## src/rtl/crcfr_pkg.sv

```systemverilog
package crcfr_pkg;

   localparam int FRAME_BYTES_DEFAULT = 11;
   localparam int CTRL_BYTES          = 6;
   localparam int NAMED_BYTES         = 9;
   localparam int POWER_POS           = 4;
   localparam int BTN_OFF_POS         = 6;
   localparam int BTN_PREPARE_POS     = 7;
   localparam int BTN_RACE_POS        = 8;

   localparam logic [7:0]  CRC_INIT = 8'hFF;
   localparam logic [7:0]  CRC_POLY = 8'h07;
   localparam logic [7:0]  BUTTON_PRESSED = 8'h01;
   localparam logic [7:0]  POWER_ON       = 8'h01;

   localparam logic [7:0]  IDLE_LIMIT_RESET   = 8'd11;
   localparam logic [15:0] REJECT_LIMIT_RESET = 16'd150;
   localparam logic [7:0]  END_MARKER_RESET   = 8'h17;
   localparam logic [15:0] REJECT_COUNT_MAX   = 16'hFFFF;

   localparam int CSR_ADDR_W = 4;

   localparam logic [1:0] MODE_NONE    = 2'd0;
   localparam logic [1:0] MODE_OFF     = 2'd1;
   localparam logic [1:0] MODE_PREPARE = 2'd2;
   localparam logic [1:0] MODE_RACE    = 2'd3;

   typedef enum logic [1:0] {
      REG_IDLE_LIMIT   = 2'd0,
      REG_REJECT_LIMIT = 2'd1,
      REG_END_MARKER   = 2'd2
   } reg_index_type;

   typedef struct packed {
      logic [7:0]  idle_tick_limit;
      logic [15:0] reject_limit;
      logic [7:0]  end_marker;
   } cfg_type;

   typedef struct packed {
      logic accept;
      logic walk;
      logic finish;
   } cmd_type;

   typedef struct packed {
      logic frame_end;
      logic walk_last;
   } status_type;

   // One CRC-8 byte update, MSB first, no reflection.
   function automatic logic [7:0] crc8_byte(input logic [7:0] crc, input logic [7:0] data);
      logic [7:0] c;
      c = crc ^ data;
      for (int b = 0; b < 8; b++) begin
         if (c[7]) begin
            c = {c[6:0], 1'b0} ^ CRC_POLY;
         end else begin
            c = {c[6:0], 1'b0};
         end
      end
      return c;
   endfunction

endpackage

```

## src/rtl/crcfr_channels.sv

```systemverilog
interface crcfr_req_if;
   logic       valid;
   logic       ready;
   logic       req_type;
   logic [7:0] rx_byte;

   modport source (output valid, output req_type, output rx_byte, input ready);
   modport sink   (input valid, input req_type, input rx_byte, output ready);
endinterface

interface crcfr_rsp_if;
   logic       valid;
   logic       ready;
   logic       frame_ok;
   logic [7:0] half_throttle;
   logic [7:0] full_throttle;
   logic [7:0] horn_button;
   logic [7:0] speed_reset_button;
   logic [7:0] power_request;
   logic [7:0] supercap_close;
   logic [1:0] fuel_mode_code;
   logic       emergency_flag;
   logic       link_fault;

   modport source (
      output valid, output frame_ok, output half_throttle, output full_throttle,
      output horn_button, output speed_reset_button, output power_request,
      output supercap_close, output fuel_mode_code, output emergency_flag,
      output link_fault, input ready
   );
   modport sink (
      input valid, input frame_ok, input half_throttle, input full_throttle,
      input horn_button, input speed_reset_button, input power_request,
      input supercap_close, input fuel_mode_code, input emergency_flag,
      input link_fault, output ready
   );
endinterface

```

## src/rtl/crcfr_csr.sv

```systemverilog
module crcfr_csr (
   input  logic                             clock,
   input  logic                             reset,
   input  logic                             psel,
   input  logic                             penable,
   input  logic                             pwrite,
   input  logic [crcfr_pkg::CSR_ADDR_W-1:0] paddr,
   input  logic [31:0]                      pwdata,
   output logic [31:0]                      prdata,
   output logic                             pready,
   output crcfr_pkg::cfg_type               cfg
);

   crcfr_pkg::cfg_type cfg_ff, cfg_in;
   logic               wr_en;

   assign pready = 1'b1;
   assign wr_en  = psel && penable && pwrite;
   assign cfg    = cfg_ff;

   always_comb begin
      cfg_in = cfg_ff;
      if (wr_en) begin
         unique case (paddr[3:2])
            crcfr_pkg::REG_IDLE_LIMIT:   cfg_in.idle_tick_limit = pwdata[7:0];
            crcfr_pkg::REG_REJECT_LIMIT: cfg_in.reject_limit    = pwdata[15:0];
            crcfr_pkg::REG_END_MARKER:   cfg_in.end_marker      = pwdata[7:0];
            default: ;
         endcase
      end
   end

   always_comb begin
      unique case (paddr[3:2])
         crcfr_pkg::REG_IDLE_LIMIT:   prdata = {24'd0, cfg_ff.idle_tick_limit};
         crcfr_pkg::REG_REJECT_LIMIT: prdata = {16'd0, cfg_ff.reject_limit};
         crcfr_pkg::REG_END_MARKER:   prdata = {24'd0, cfg_ff.end_marker};
         default:                     prdata = '0;
      endcase
   end

   always_ff @(posedge clock) begin
      if (reset) begin
         cfg_ff.idle_tick_limit <= crcfr_pkg::IDLE_LIMIT_RESET;
         cfg_ff.reject_limit    <= crcfr_pkg::REJECT_LIMIT_RESET;
         cfg_ff.end_marker      <= crcfr_pkg::END_MARKER_RESET;
      end else begin
         cfg_ff <= cfg_in;
      end
   end

endmodule

```

## src/rtl/crcfr_ctrl.sv

```systemverilog
module crcfr_ctrl (
   input  logic                  clock,
   input  logic                  reset,
   input  logic                  req_valid,
   output logic                  req_ready,
   output logic                  rsp_valid,
   input  logic                  rsp_ready,
   input  crcfr_pkg::status_type status,
   output crcfr_pkg::cmd_type    cmd
);

   typedef enum logic [1:0] {
      ST_IDLE,
      ST_WALK,
      ST_FINISH
   } state_type;

   state_type state_ff, state_in;
   logic      rsp_valid_ff, rsp_valid_in;
   logic      out_free;

   assign out_free   = !rsp_valid_ff || rsp_ready;
   assign req_ready  = (state_ff == ST_IDLE);
   assign rsp_valid  = rsp_valid_ff;

   assign cmd.accept = (state_ff == ST_IDLE) && req_valid;
   assign cmd.walk   = (state_ff == ST_WALK);
   assign cmd.finish = (state_ff == ST_FINISH) && out_free;

   always_comb begin
      state_in     = state_ff;
      rsp_valid_in = rsp_valid_ff && !rsp_ready;
      unique case (state_ff)
         ST_IDLE: begin
            if (cmd.accept && status.frame_end) begin
               state_in = ST_WALK;
            end
         end
         ST_WALK: begin
            if (status.walk_last) begin
               state_in = ST_FINISH;
            end
         end
         ST_FINISH: begin
            if (out_free) begin
               rsp_valid_in = 1'b1;
               state_in     = ST_IDLE;
            end
         end
         default: state_in = ST_IDLE;
      endcase
   end

   always_ff @(posedge clock) begin
      if (reset) begin
         state_ff     <= ST_IDLE;
         rsp_valid_ff <= 1'b0;
      end else begin
         state_ff     <= state_in;
         rsp_valid_ff <= rsp_valid_in;
      end
   end

endmodule

```

## src/rtl/crcfr_datapath.sv

```systemverilog
module crcfr_datapath #(
   parameter int FRAME_BYTES = crcfr_pkg::FRAME_BYTES_DEFAULT
) (
   input  logic                  clock,
   input  logic                  reset,
   input  crcfr_pkg::cfg_type    cfg,
   input  crcfr_pkg::cmd_type    cmd,
   output crcfr_pkg::status_type status,
   input  logic                  req_type,
   input  logic [7:0]            rx_byte,
   output logic                  frame_ok,
   output logic [7:0]            ctrl_byte [crcfr_pkg::CTRL_BYTES],
   output logic [1:0]            fuel_mode_code,
   output logic                  emergency_flag,
   output logic                  link_fault
);

   localparam int IDX_W = $clog2(FRAME_BYTES);
   localparam int POS_W = $clog2(FRAME_BYTES + 1);

   logic [7:0]       store_ff [FRAME_BYTES];
   logic [POS_W-1:0] wpos_ff;
   logic [7:0]       idle_ff;
   logic [IDX_W-1:0] walk_ff;
   logic [7:0]       crc_ff;
   logic [15:0]      reject_ff;
   logic [7:0]       ctrl_ff [crcfr_pkg::CTRL_BYTES];
   logic [1:0]       mode_ff;
   logic             emerg_ff;
   logic             fault_ff;
   logic             ok_ff;

   logic [7:0]       named_byte [crcfr_pkg::NAMED_BYTES];
   logic [8:0]       idle_next;
   logic             room;
   logic             good;
   logic [15:0]      reject_next;
   logic             link_lost;
   logic [1:0]       mode_next;

   // Frame positions past the frame size read as zero.
   for (genvar k = 0; k < crcfr_pkg::NAMED_BYTES; k++) begin : g_named
      if (k < FRAME_BYTES) begin : g_in
         assign named_byte[k] = store_ff[k];
      end else begin : g_out
         assign named_byte[k] = '0;
      end
   end

   assign idle_next = {1'b0, idle_ff} + {8'd0, !req_type};
   assign room      = (wpos_ff < POS_W'(FRAME_BYTES));

   assign status.frame_end = (idle_next > {1'b0, cfg.idle_tick_limit});
   assign status.walk_last = (walk_ff == IDX_W'(FRAME_BYTES - 2));

   assign good = (store_ff[FRAME_BYTES-2] == cfg.end_marker) &&
                 (crc_ff == store_ff[FRAME_BYTES-1]);

   assign reject_next = (reject_ff == crcfr_pkg::REJECT_COUNT_MAX) ? reject_ff
                                                                 : reject_ff + 16'd1;
   assign link_lost   = (reject_next > cfg.reject_limit);

   always_comb begin
      priority if (named_byte[crcfr_pkg::BTN_OFF_POS] == crcfr_pkg::BUTTON_PRESSED) begin
         mode_next = crcfr_pkg::MODE_OFF;
      end else if (named_byte[crcfr_pkg::BTN_PREPARE_POS] == crcfr_pkg::BUTTON_PRESSED) begin
         mode_next = crcfr_pkg::MODE_PREPARE;
      end else if (named_byte[crcfr_pkg::BTN_RACE_POS] == crcfr_pkg::BUTTON_PRESSED) begin
         mode_next = crcfr_pkg::MODE_RACE;
      end else begin
         mode_next = mode_ff;
      end
   end

   always_ff @(posedge clock) begin
      if (reset) begin
         for (int i = 0; i < FRAME_BYTES; i++) begin
            store_ff[i] <= '0;
         end
         for (int i = 0; i < crcfr_pkg::CTRL_BYTES; i++) begin
            ctrl_ff[i] <= '0;
         end
         wpos_ff   <= '0;
         idle_ff   <= '0;
         reject_ff <= '0;
         mode_ff   <= crcfr_pkg::MODE_NONE;
         emerg_ff  <= 1'b0;
         fault_ff  <= 1'b1;
      end else begin
         if (cmd.accept) begin
            if (req_type && room) begin
               store_ff[wpos_ff[IDX_W-1:0]] <= rx_byte;
               wpos_ff <= wpos_ff + POS_W'(1);
            end
            if (!status.frame_end) begin
               idle_ff <= idle_next[7:0];
            end
         end
         if (cmd.finish) begin
            if (good) begin
               for (int i = 0; i < crcfr_pkg::CTRL_BYTES; i++) begin
                  ctrl_ff[i] <= named_byte[i];
               end
               mode_ff   <= mode_next;
               emerg_ff  <= (named_byte[crcfr_pkg::POWER_POS] != crcfr_pkg::POWER_ON);
               fault_ff  <= 1'b0;
               reject_ff <= '0;
            end else begin
               reject_ff <= reject_next;
               if (link_lost) begin
                  for (int i = 0; i < crcfr_pkg::CTRL_BYTES; i++) begin
                     ctrl_ff[i] <= '0;
                  end
                  emerg_ff <= 1'b1;
                  fault_ff <= 1'b1;
               end
            end
            // drop the buffered frame
            for (int i = 0; i < FRAME_BYTES; i++) begin
               store_ff[i] <= '0;
            end
            wpos_ff <= '0;
            idle_ff <= '0;
         end
      end
   end

   // CRC walk and verdict carry no reset.
   always_ff @(posedge clock) begin
      if (cmd.accept) begin
         crc_ff  <= crcfr_pkg::CRC_INIT;
         walk_ff <= '0;
      end else if (cmd.walk) begin
         crc_ff  <= crcfr_pkg::crc8_byte(crc_ff, store_ff[walk_ff]);
         walk_ff <= walk_ff + IDX_W'(1);
      end
      if (cmd.finish) begin
         ok_ff <= good;
      end
   end

   assign frame_ok       = ok_ff;
   assign ctrl_byte      = ctrl_ff;
   assign fuel_mode_code = mode_ff;
   assign emergency_flag = emerg_ff;
   assign link_fault     = fault_ff;

endmodule

```

## src/rtl/crc_checked_frame_receiver.sv

```systemverilog
// Frame receiver for a polled serial link with idle-timeout framing and CRC-8 check.
// req channel: one transaction per polling tick; req_type high means rx_byte holds
//   a received byte, which goes to the next free frame position (extra bytes drop).
// rsp channel: one transaction per frame end, carrying the verdict and the latched
//   controls, fuel mode code, emergency and link fault after the frame is handled.
// APB port: idle tick limit at 0x0, reject limit at 0x4, end marker at 0x8;
//   write only while the block is idle. pready is tied high.
// Sequence: a tick that does not end a frame leaves the block ready for the next tick.
//   After a tick that ends a frame, req.ready stays low through the CRC walk over the
//   first FRAME_BYTES - 1 stored bytes (one CRC-8 byte update per cycle) and the step
//   that applies the verdict, which holds while a result is still pending; rsp.valid
//   rises in the cycle after that step, together with the verdict and controls.
// Stall: the result waits in the output register while ticks keep being taken; a
//   later frame end holds in its final step until the pending result is taken.
// Reset: clears the frame buffer, the fill, idle and reject counters, the latched
//   controls and the mode code, raises the link fault and restores the register defaults.
module crc_checked_frame_receiver #(
   parameter int FRAME_BYTES = crcfr_pkg::FRAME_BYTES_DEFAULT
) (
   input  logic                             clock,
   input  logic                             reset,
   crcfr_req_if.sink                        req,
   crcfr_rsp_if.source                      rsp,
   input  logic                             psel,
   input  logic                             penable,
   input  logic                             pwrite,
   input  logic [crcfr_pkg::CSR_ADDR_W-1:0] paddr,
   input  logic [31:0]                      pwdata,
   output logic [31:0]                      prdata,
   output logic                             pready
);

   crcfr_pkg::cfg_type    cfg;
   crcfr_pkg::cmd_type    cmd;
   crcfr_pkg::status_type status;
   logic [7:0]            ctrl_byte [crcfr_pkg::CTRL_BYTES];

   // register file
   crcfr_csr u_csr (
      .clock   (clock),
      .reset   (reset),
      .psel    (psel),
      .penable (penable),
      .pwrite  (pwrite),
      .paddr   (paddr),
      .pwdata  (pwdata),
      .prdata  (prdata),
      .pready  (pready),
      .cfg     (cfg)
   );

   // sequencing: tick acceptance, CRC walk, verdict and result hand-off
   crcfr_ctrl u_ctrl (
      .clock     (clock),
      .reset     (reset),
      .req_valid (req.valid),
      .req_ready (req.ready),
      .rsp_valid (rsp.valid),
      .rsp_ready (rsp.ready),
      .status    (status),
      .cmd       (cmd)
   );

   // frame buffer, CRC, link state; its state registers double as the result payload
   crcfr_datapath #(
      .FRAME_BYTES (FRAME_BYTES)
   ) u_datapath (
      .clock          (clock),
      .reset          (reset),
      .cfg            (cfg),
      .cmd            (cmd),
      .status         (status),
      .req_type       (req.req_type),
      .rx_byte        (req.rx_byte),
      .frame_ok       (rsp.frame_ok),
      .ctrl_byte      (ctrl_byte),
      .fuel_mode_code (rsp.fuel_mode_code),
      .emergency_flag (rsp.emergency_flag),
      .link_fault     (rsp.link_fault)
   );

   // map the latched control bytes onto their named fields
   assign rsp.half_throttle      = ctrl_byte[0];
   assign rsp.full_throttle      = ctrl_byte[1];
   assign rsp.horn_button        = ctrl_byte[2];
   assign rsp.speed_reset_button = ctrl_byte[3];
   assign rsp.power_request      = ctrl_byte[4];
   assign rsp.supercap_close     = ctrl_byte[5];

endmodule

```

## src/flat_wrapper.sv

```systemverilog
// flat-port wrapper written by rule: the top's interface ports become plain ports
module crc_checked_frame_receiver_flat 
#(
   parameter int FRAME_BYTES = crcfr_pkg::FRAME_BYTES_DEFAULT
)
  (clock, reset, psel, penable, pwrite, paddr, pwdata, prdata, pready, req_valid, req_req_type, req_rx_byte, req_ready, rsp_valid, rsp_frame_ok, rsp_half_throttle, rsp_full_throttle, rsp_horn_button, rsp_speed_reset_button, rsp_power_request, rsp_supercap_close, rsp_fuel_mode_code, rsp_emergency_flag, rsp_link_fault, rsp_ready);
  crcfr_req_if req_i ();
  crcfr_rsp_if rsp_i ();
  input  logic clock;
  input  logic reset;
  input  logic psel;
  input  logic penable;
  input  logic pwrite;
  input  logic [crcfr_pkg::CSR_ADDR_W-1:0] paddr;
  input  logic [31:0] pwdata;
  output logic [31:0] prdata;
  output logic pready;
  input wire logic [$bits(req_i.valid)-1:0] req_valid;
  input wire logic [$bits(req_i.req_type)-1:0] req_req_type;
  input wire logic [$bits(req_i.rx_byte)-1:0] req_rx_byte;
  output wire logic [$bits(req_i.ready)-1:0] req_ready;
  output wire logic [$bits(rsp_i.valid)-1:0] rsp_valid;
  output wire logic [$bits(rsp_i.frame_ok)-1:0] rsp_frame_ok;
  output wire logic [$bits(rsp_i.half_throttle)-1:0] rsp_half_throttle;
  output wire logic [$bits(rsp_i.full_throttle)-1:0] rsp_full_throttle;
  output wire logic [$bits(rsp_i.horn_button)-1:0] rsp_horn_button;
  output wire logic [$bits(rsp_i.speed_reset_button)-1:0] rsp_speed_reset_button;
  output wire logic [$bits(rsp_i.power_request)-1:0] rsp_power_request;
  output wire logic [$bits(rsp_i.supercap_close)-1:0] rsp_supercap_close;
  output wire logic [$bits(rsp_i.fuel_mode_code)-1:0] rsp_fuel_mode_code;
  output wire logic [$bits(rsp_i.emergency_flag)-1:0] rsp_emergency_flag;
  output wire logic [$bits(rsp_i.link_fault)-1:0] rsp_link_fault;
  input wire logic [$bits(rsp_i.ready)-1:0] rsp_ready;
  assign req_i.valid = req_valid;
  assign req_i.req_type = req_req_type;
  assign req_i.rx_byte = req_rx_byte;
  assign req_ready = req_i.ready;
  assign rsp_valid = rsp_i.valid;
  assign rsp_frame_ok = rsp_i.frame_ok;
  assign rsp_half_throttle = rsp_i.half_throttle;
  assign rsp_full_throttle = rsp_i.full_throttle;
  assign rsp_horn_button = rsp_i.horn_button;
  assign rsp_speed_reset_button = rsp_i.speed_reset_button;
  assign rsp_power_request = rsp_i.power_request;
  assign rsp_supercap_close = rsp_i.supercap_close;
  assign rsp_fuel_mode_code = rsp_i.fuel_mode_code;
  assign rsp_emergency_flag = rsp_i.emergency_flag;
  assign rsp_link_fault = rsp_i.link_fault;
  assign rsp_i.ready = rsp_ready;
  crc_checked_frame_receiver #(.FRAME_BYTES(FRAME_BYTES)) u_core (.clock(clock), .reset(reset), .req(req_i), .rsp(rsp_i), .psel(psel), .penable(penable), .pwrite(pwrite), .paddr(paddr), .pwdata(pwdata), .prdata(prdata), .pready(pready));
endmodule
```

## config.mk

```make
export PLATFORM = sky130hd
export DESIGN_NAME = crc_checked_frame_receiver_flat
export DESIGN_NICKNAME = d
export VERILOG_FILES = /design/src/rtl/crcfr_pkg.sv /design/src/rtl/crcfr_channels.sv /design/src/rtl/crcfr_csr.sv /design/src/rtl/crcfr_ctrl.sv /design/src/rtl/crcfr_datapath.sv /design/src/rtl/crc_checked_frame_receiver.sv /design/src/flat_wrapper.sv
export SDC_FILE = /design/constraint.sdc
export NUM_CORES = 1
export LEC_CHECK = 0
export ABC_AREA = 1
export BUFFER_PORTS_ARGS = -buffer_cell sky130_fd_sc_hd__buf_2
export CAP_MARGIN = 20
export CORE_AREA = 2 2 164 166
export DETAILED_ROUTE_END_ITERATION = 7
export DIE_AREA = 0 0 166 168
export PLACE_DENSITY = 0.69
export SYNTH_ARGS = -nofsm -noshare
export SYNTH_HDL_FRONTEND = slang
export SYNTH_HIERARCHICAL = 1
export SYNTH_SLANG_ARGS = --single-unit
```

## constraint.sdc

```tcl
create_clock -name clock -period 4 [get_ports clock]
set_input_delay 0.4 -clock clock [delete_from_list [all_inputs] [get_ports clock]]
set_output_delay 0.4 -clock clock [all_outputs]
set_load 0.005 [all_outputs]
```

After elaboration in Yosys (flattened, before gate mapping)

Memory sizes are Yosys's and may differ from the RTL's. A register that Yosys moved wholly into a read port is not among the register bits.
Cells that the tools add are included.

Register bits after elaboration: 128
RAM bits: 88
Bits of input ports: 52
Output and inout bits: 88
Word-level logic and storage cells: 154
Memories kept: 1

Memories:

| memory                     | words | bits a word | rd ports | clocked after memory_dff | write ports | RTL line             | RTL |
|---|---|---|---|---|---|---|---|
| u_core.u_datapath.store_ff | 11    | 8           | 12       | 1                        | 11          | crcfr_datapath.sv:21 | `logic [7:0] store_ff [FRAME_BYTES];` |

Add/sub/neg operators: 4
$lt $le $gt $ge: 3
Eq/ne operators: 15
Muxes and demuxes: 64
Bitwise logic cells: 21
Reduce and logical (&&, ||, !) cells: 26

Operators by type and width:

| kind                                                                     | number |
|---|---|
| 8-bit 2-to-1 mux                                                         | 26 |
| 48-bit 2-to-1 mux                                                        | 2 |
| 16-bit case mux with 3 select lines                                      | 1 |
| 16-bit 2-to-1 mux                                                        | 2 |
| 8-bit by 1-bit equality test with 1-bit output (second input constant)   | 3 |
| 3-bit 2-to-1 mux                                                         | 8 |
| 3-bit inverter                                                           | 8 |
| 16-bit by 1-bit adder with 16-bit output (second input constant)         | 1 |
| 16-bit equality test (second input constant)                             | 1 |
| 8-bit equality test                                                      | 2 |
| 16-bit > comparator                                                      | 1 |
| 1-bit 2-to-1 mux                                                         | 15 |
| 2-bit 2-to-1 mux                                                         | 6 |
| 4-bit 2-to-1 mux                                                         | 3 |
| 2-bit AND reduction                                                      | 6 |
| 1-bit OR                                                                 | 11 |
| 8-bit by 1-bit adder with 9-bit output                                   | 1 |
| 9-bit by 8-bit > comparator with 1-bit output                            | 1 |
| 4-bit by 1-bit adder with 4-bit output (second input constant)           | 2 |
| 1-bit logical AND                                                        | 8 |
| 8-bit by 1-bit inequality test with 1-bit output (second input constant) | 1 |
| 8-bit OR reduction                                                       | 1 |
| 8-bit bitwise XOR                                                        | 1 |
| 2-bit case mux with 3 select lines                                       | 1 |
| other kinds (14)                                                         | 21 |

Logic depth before layout (Yosys ltp)

Word-level depth: 31
Gate-level depth with buffers: 21
Gate-level depth less buffers: 21

Hierarchy

Netlist, hierarchy kept.

By module, submodules not included:

| module         | times used | cells an instance | area an instance (um2) | seq. area each (um2) |
|---|---|---|---|---|
| crcfr_datapath | 1          | 1346              | 11160.7                | 5795.6 |
| crcfr_csr      | 1          | 260               | 1632.8                 | 640.6 |
| crcfr_ctrl     | 1          | 23                | 150.1                  | 60.1 |

Worst setup path before layout

No wires, ideal clock.

Path kind: register -> register
Start: reg u_core.u_datapath.reject_ff[6]
End: reg u_core.u_datapath.ctrl_ff (netlist bit u_core/u_datapath/ctrl_byte[34])
Setup time: 0.070 ns
Arrival time: 2.733 ns
Data required time: 3.930 ns
Setup slack: 1.197 ns
Cell stages (with the launch flop): 22
Path buffers: 2
Clock period less this slack: 2.803 ns
Path through: dfxtp_1 > nand2_1 > nor2_1 > nand4_1 > nor2_1 > nand3_1 > nand2_1 > nor2_1 > nand2_1 > xor2_1 > inv_1 > ha_1 > nand2_1 > nor2_1 > nand4_1 > nor2_1 > nor2_1 > o21ai_1 > buf_2 > buf_2 > nand3_1 > a21oi_1

Cells in the longest elaborated chain, start to end: 5
Elaborated cells between the ends (all ways): 6
Those cells by class: 1 x add/sub; 1 x order compare; 1 x eq/ne; 1 x mux; 2 x reduce/logical

Ends and longest elaborated chain:

| item                                                                                    | RTL line                                   | RTL |
|---|---|---|
| from (decl)                                                                             | crcfr_datapath.sv:26                       | `logic [15:0] reject_ff;` |
| from (signal assigned)                                                                  | crcfr_datapath.sv:109                      | `reject_ff <= reject_next;` |
| 16-bit by 1-bit adder with 16-bit output / 16-bit equality test (equally long branches) | crcfr_datapath.sv:60, crcfr_datapath.sv:59 |  |
| 16-bit 2-to-1 mux *                                                                     | crcfr_datapath.sv:59                       | `assign reject_next = (reject_ff == crcfr_pkg::REJECT_COUNT_MAX) ? reject_ff` |
| 16-bit > comparator *                                                                   | crcfr_datapath.sv:61                       | `assign link_lost = (reject_next > cfg.reject_limit);` |
| 2-bit nonzero test (no source line) *                                                   | n/a                                        |  |
| 2-bit AND reduction (no source line) *                                                  | n/a                                        |  |
| to (signal, indexed assignment)                                                         | crcfr_datapath.sv:102                      | `ctrl_ff[i] <= named_byte[i];` |
| to (decl)                                                                               | crcfr_datapath.sv:27                       | `logic [7:0] ctrl_ff [crcfr_pkg::CTRL_BYTES];` |

Mark *: on every way between the ends. The rest lies on a longest branch, timed or not.
A chain may end at the register's enable or synchronous reset.

Final worst setup path

Start: reg u_core.u_datapath.reject_ff[6]
End: reg u_core.u_datapath.ctrl_ff (netlist bit u_core/u_datapath/ctrl_byte[25])

The elaborated chain is that of the path after synthesis.

==> flow_metrics.env <==
export IMPL_clk_pin_slew_worst_paths_ns=0.06
export IMPL_reg2reg_slack_ns=0.70
export IMPL_viasPerCell=5.19
export IMPL_wl_met2_mm=15.0
export IMPL_yosysMostFrequentCell="nand2_1"
export IMPL_clock_latency_ns=0.55
export IMPL_path_max_fanout=28
export IMPL_grt_max_degree=66
export IMPL_cts_buffers=29
export IMPL_drc=0
export IMPL_die_h_um=168
export IMPL_routed_top_layer="met4"
export IMPL_grt_first_pass_wirelength_mm=51.9
export IMPL_met1Wirelength_mm=13.8
export IMPL_cts_root_buffer="clkbuf_16"
export IMPL_cts_tree="yes"
export IMPL_drive_gt1_share_pct=11.4
export IMPL_syn_instance_count=1629
export IMPL_synthArstFlopShare_pct=0
export IMPL_whs_path_depth=3
export IMPL_row_count=60
export IMPL_dp_hpwl_mm=22.3
export IMPL_num_io_pins=140
export IMPL_initialDrtViolationCount=817
export IMPL_ant_nets=0
export IMPL_ys_flop_type="dfxtp_1"
export IMPL_port_buffers=104
export IMPL_synth_edf_count=129
export IMPL_fin_nets=1836
export IMPL_rsz0062_at_grt="false"
export IMPL_power_density_nw_per_um2=553
export IMPL_die_x_um=166
export IMPL_setup_violations=0
export IMPL_cap_violations=0
export IMPL_slew_viol_final=0
export IMPL_ys_types=43
export IMPL_drt_pass1_iterations=6
export IMPL_design_die_area_um2=27900
export IMPL_tns_ns=0
export IMPL_fillers=2438
export IMPL_relSlewSlack_pct=35.8
export IMPL_timing_final_crit_period_ns=3.30
export IMPL_cts_resized=0
export IMPL_wire_per_inst_um=15.1
export IMPL_p_total_mw=8.15
export IMPL_gr_total_overflow=0
export IMPL_fin_skew_ns=0.0152
export IMPL_num_vias=11000
export IMPL_synth_seq_cells=260
export IMPL_hold_path_class="in -> reg"
export IMPL_crit_required_ns=4.47
export IMPL_cts_setup_buffers=0
export IMPL_reg2reg_depth=17
export IMPL_wl_met3_mm=2.25
export IMPL_place_congestion=0.879
export IMPL_start_util_pct=49.1
export IMPL_crit_type="reg -> reg"
export IMPL_htreeDepth=1
export IMPL_antenna_found_initial=0
export IMPL_core_area_um2=26400
export IMPL_syn_to_final_growth_pct=13.9
export IMPL_yosysWarnings=6
export IMPL_leakage_nw=6.59
export IMPL_hold_viol=0
export IMPL_cts_buffer_depth=3
export IMPL_ctsHoldBuffers=0
export IMPL_yosysTopAreaCellShare_pct=29.9
export IMPL_fmax_ghz=0.303
export IMPL_synth_yosys_seq_area_share_pct=50.2
export IMPL_syn_avg_cell_area_um2=7.95
export IMPL_cp_start_kind="flop"
export IMPL_run_status="finished, final reports clean"
export IMPL_drt_wl_total_mm=32.0
export IMPL_synth_area_um2=12900
export IMPL_cts_sinks=260
export IMPL_synthTopCellsByArea="edfxtp_1 (30%), dfxtp_1 (20%), nand2_1 (10%)"
export IMPL_grt_pass1_vias=10400
export IMPL_synth_area_leader_cell="edfxtp_1"
export IMPL_ir_worst_vdd_mv=0.369
export IMPL_period_share_pct=82.6
export IMPL_tightest_slew_ns=0.962
export IMPL_cp_end_kind="flop"
export IMPL_diodes=0
export IMPL_grt_usage_pct=22.6
export IMPL_synth_common_cells="nand2_1 (361), nor2_1 (249), nand3_1 (185)"
export IMPL_arrival_ns=3.77
-- registers in the layout (all words and copies together) (netlist names), 2 cells and up, named ones only --
signal,cells
u_core/u_datapath/walk_ff,4
u_core/u_ctrl/state_ff,2
u_core/u_datapath/idle_ff,8
u_core/u_datapath/ctrl_byte,48
u_core/u_datapath/store_ff,128
u_core/u_datapath/crc_ff,8
u_core/u_datapath/reject_ff,16
u_core/u_datapath/wpos_ff,4
u_core/u_csr/cfg,32
u_core/u_datapath/fuel_mode_code,2
-- kinds of logic after synthesis --
family,Yosys count,share of synthesized area (%)
simple gates,851,27.8
buf+inv,267,9.17
flops,260,50.2
compound gates,190,7.87
fa+ha+maj,33,3.19
xor+xnor,25,1.69
other cells,3,0.0870
-- through the flow --
step / worst slack, ns / area, um2 / util (%) / hold slack [ns] / std cells
after detailed placement: 0.777 / 13700 / 52.1 / 0.458 / 2061
after floorplan: 1.20 / 13100 / - / 0.434 / 1683
after global routing: 0.306 / 14700 / 55.9 / 0.0984 / 2114
final: 0.696 / 14700 / 55.9 / 0.0946 / 2114
after CTS: 0.735 / 14700 / 55.9 / 0.0700 / 2114
after global placement: 0.858 / 13700 / 52.1 / 0.459 / 2061
-- power breakdown --
group | switching, mW | total (mW) | leakage [nW] | internal, mW
Combinational | 1.50 | 2.19 | 3.71 | 0.689
Sequential | 0.145 | 3.12 | 2.37 | 2.97
Clock | 1.07 | 2.85 | 0.500 | 1.78
Total | 2.71 | 8.15 | 6.59 | 5.44
-- metal layers --
metal | global-route usage [%] | up-vias
li1 | - | 5478
met5 | 0 | -
met3 | 3.39 | 65
met4 | 7.60 | 0
met2 | 38.6 | 391
met1 | 29.6 | 5031
-- final timing paths --
check	start	endpoint
worst max-delay path	u_core/u_datapath/reject_ff[6]	u_core/u_datapath/ctrl_byte[25]
worst min register to register	u_core/u_datapath/ctrl_byte[43]	u_core/u_datapath/ctrl_byte[43]
worst min-delay path	pwdata[7]	u_core/u_csr/cfg[15]
worst max register to register	u_core/u_datapath/reject_ff[6]	u_core/u_datapath/ctrl_byte[25]
-- cell usage in the layout (no fill, tap or decap), types with 7 or more instances in the layout --
cell	synthesis	final
a21oi_1	67	67
buf_2	30	104
buf_4	21	16
bufinv_16	0	7
clkbuf_16	0	29
clkinv_2	1	7
conb_1	3	57
dfxtp_1	131	130
edfxtp_1	129	129
ha_1	33	33
inv_1	174	174
nand2_1	361	361
nand2_2	14	14
nand3_1	185	185
nand4_1	12	12
nor2_1	249	249
nor4_1	8	8
o211ai_1	13	13
o21ai_0	77	77
o21ai_1	15	14
o22ai_1	8	8
xnor2_1	10	10
xor2_1	15	15
-- worst max-delay path, stage by stage, from the launching register on --
cell	delay, ns
dfxtp_1	0.37
nand2_1	0.09
nor2_1	0.21
nand4_1	0.20
inv_1	0.09
nand2_1	0.07
nor3_2	0.26
a21o_1	0.17
xor2_1	0.25
ha_1	0.30
a21oi_1	0.12
o21ai_1	0.07
nand2_1	0.06
o211ai_1	0.10
o21ai_2	0.22
buf_4	0.33
nand3_1	0.13
a21oi_1	0.15
-- final cells by class --
cell class,count,area [um2],share of cell area (%)
well taps,341,427,2.89
flip-flops and latches,260,6500,44.1
inverters,184,692,4.69
repair buffers,120,641,4.35
multi-input cells,1156,5470,37.1
clock buffers,35,748,5.08
clock inverters,18,269,1.82
Note: power is estimated with default switching activity, not from simulation.
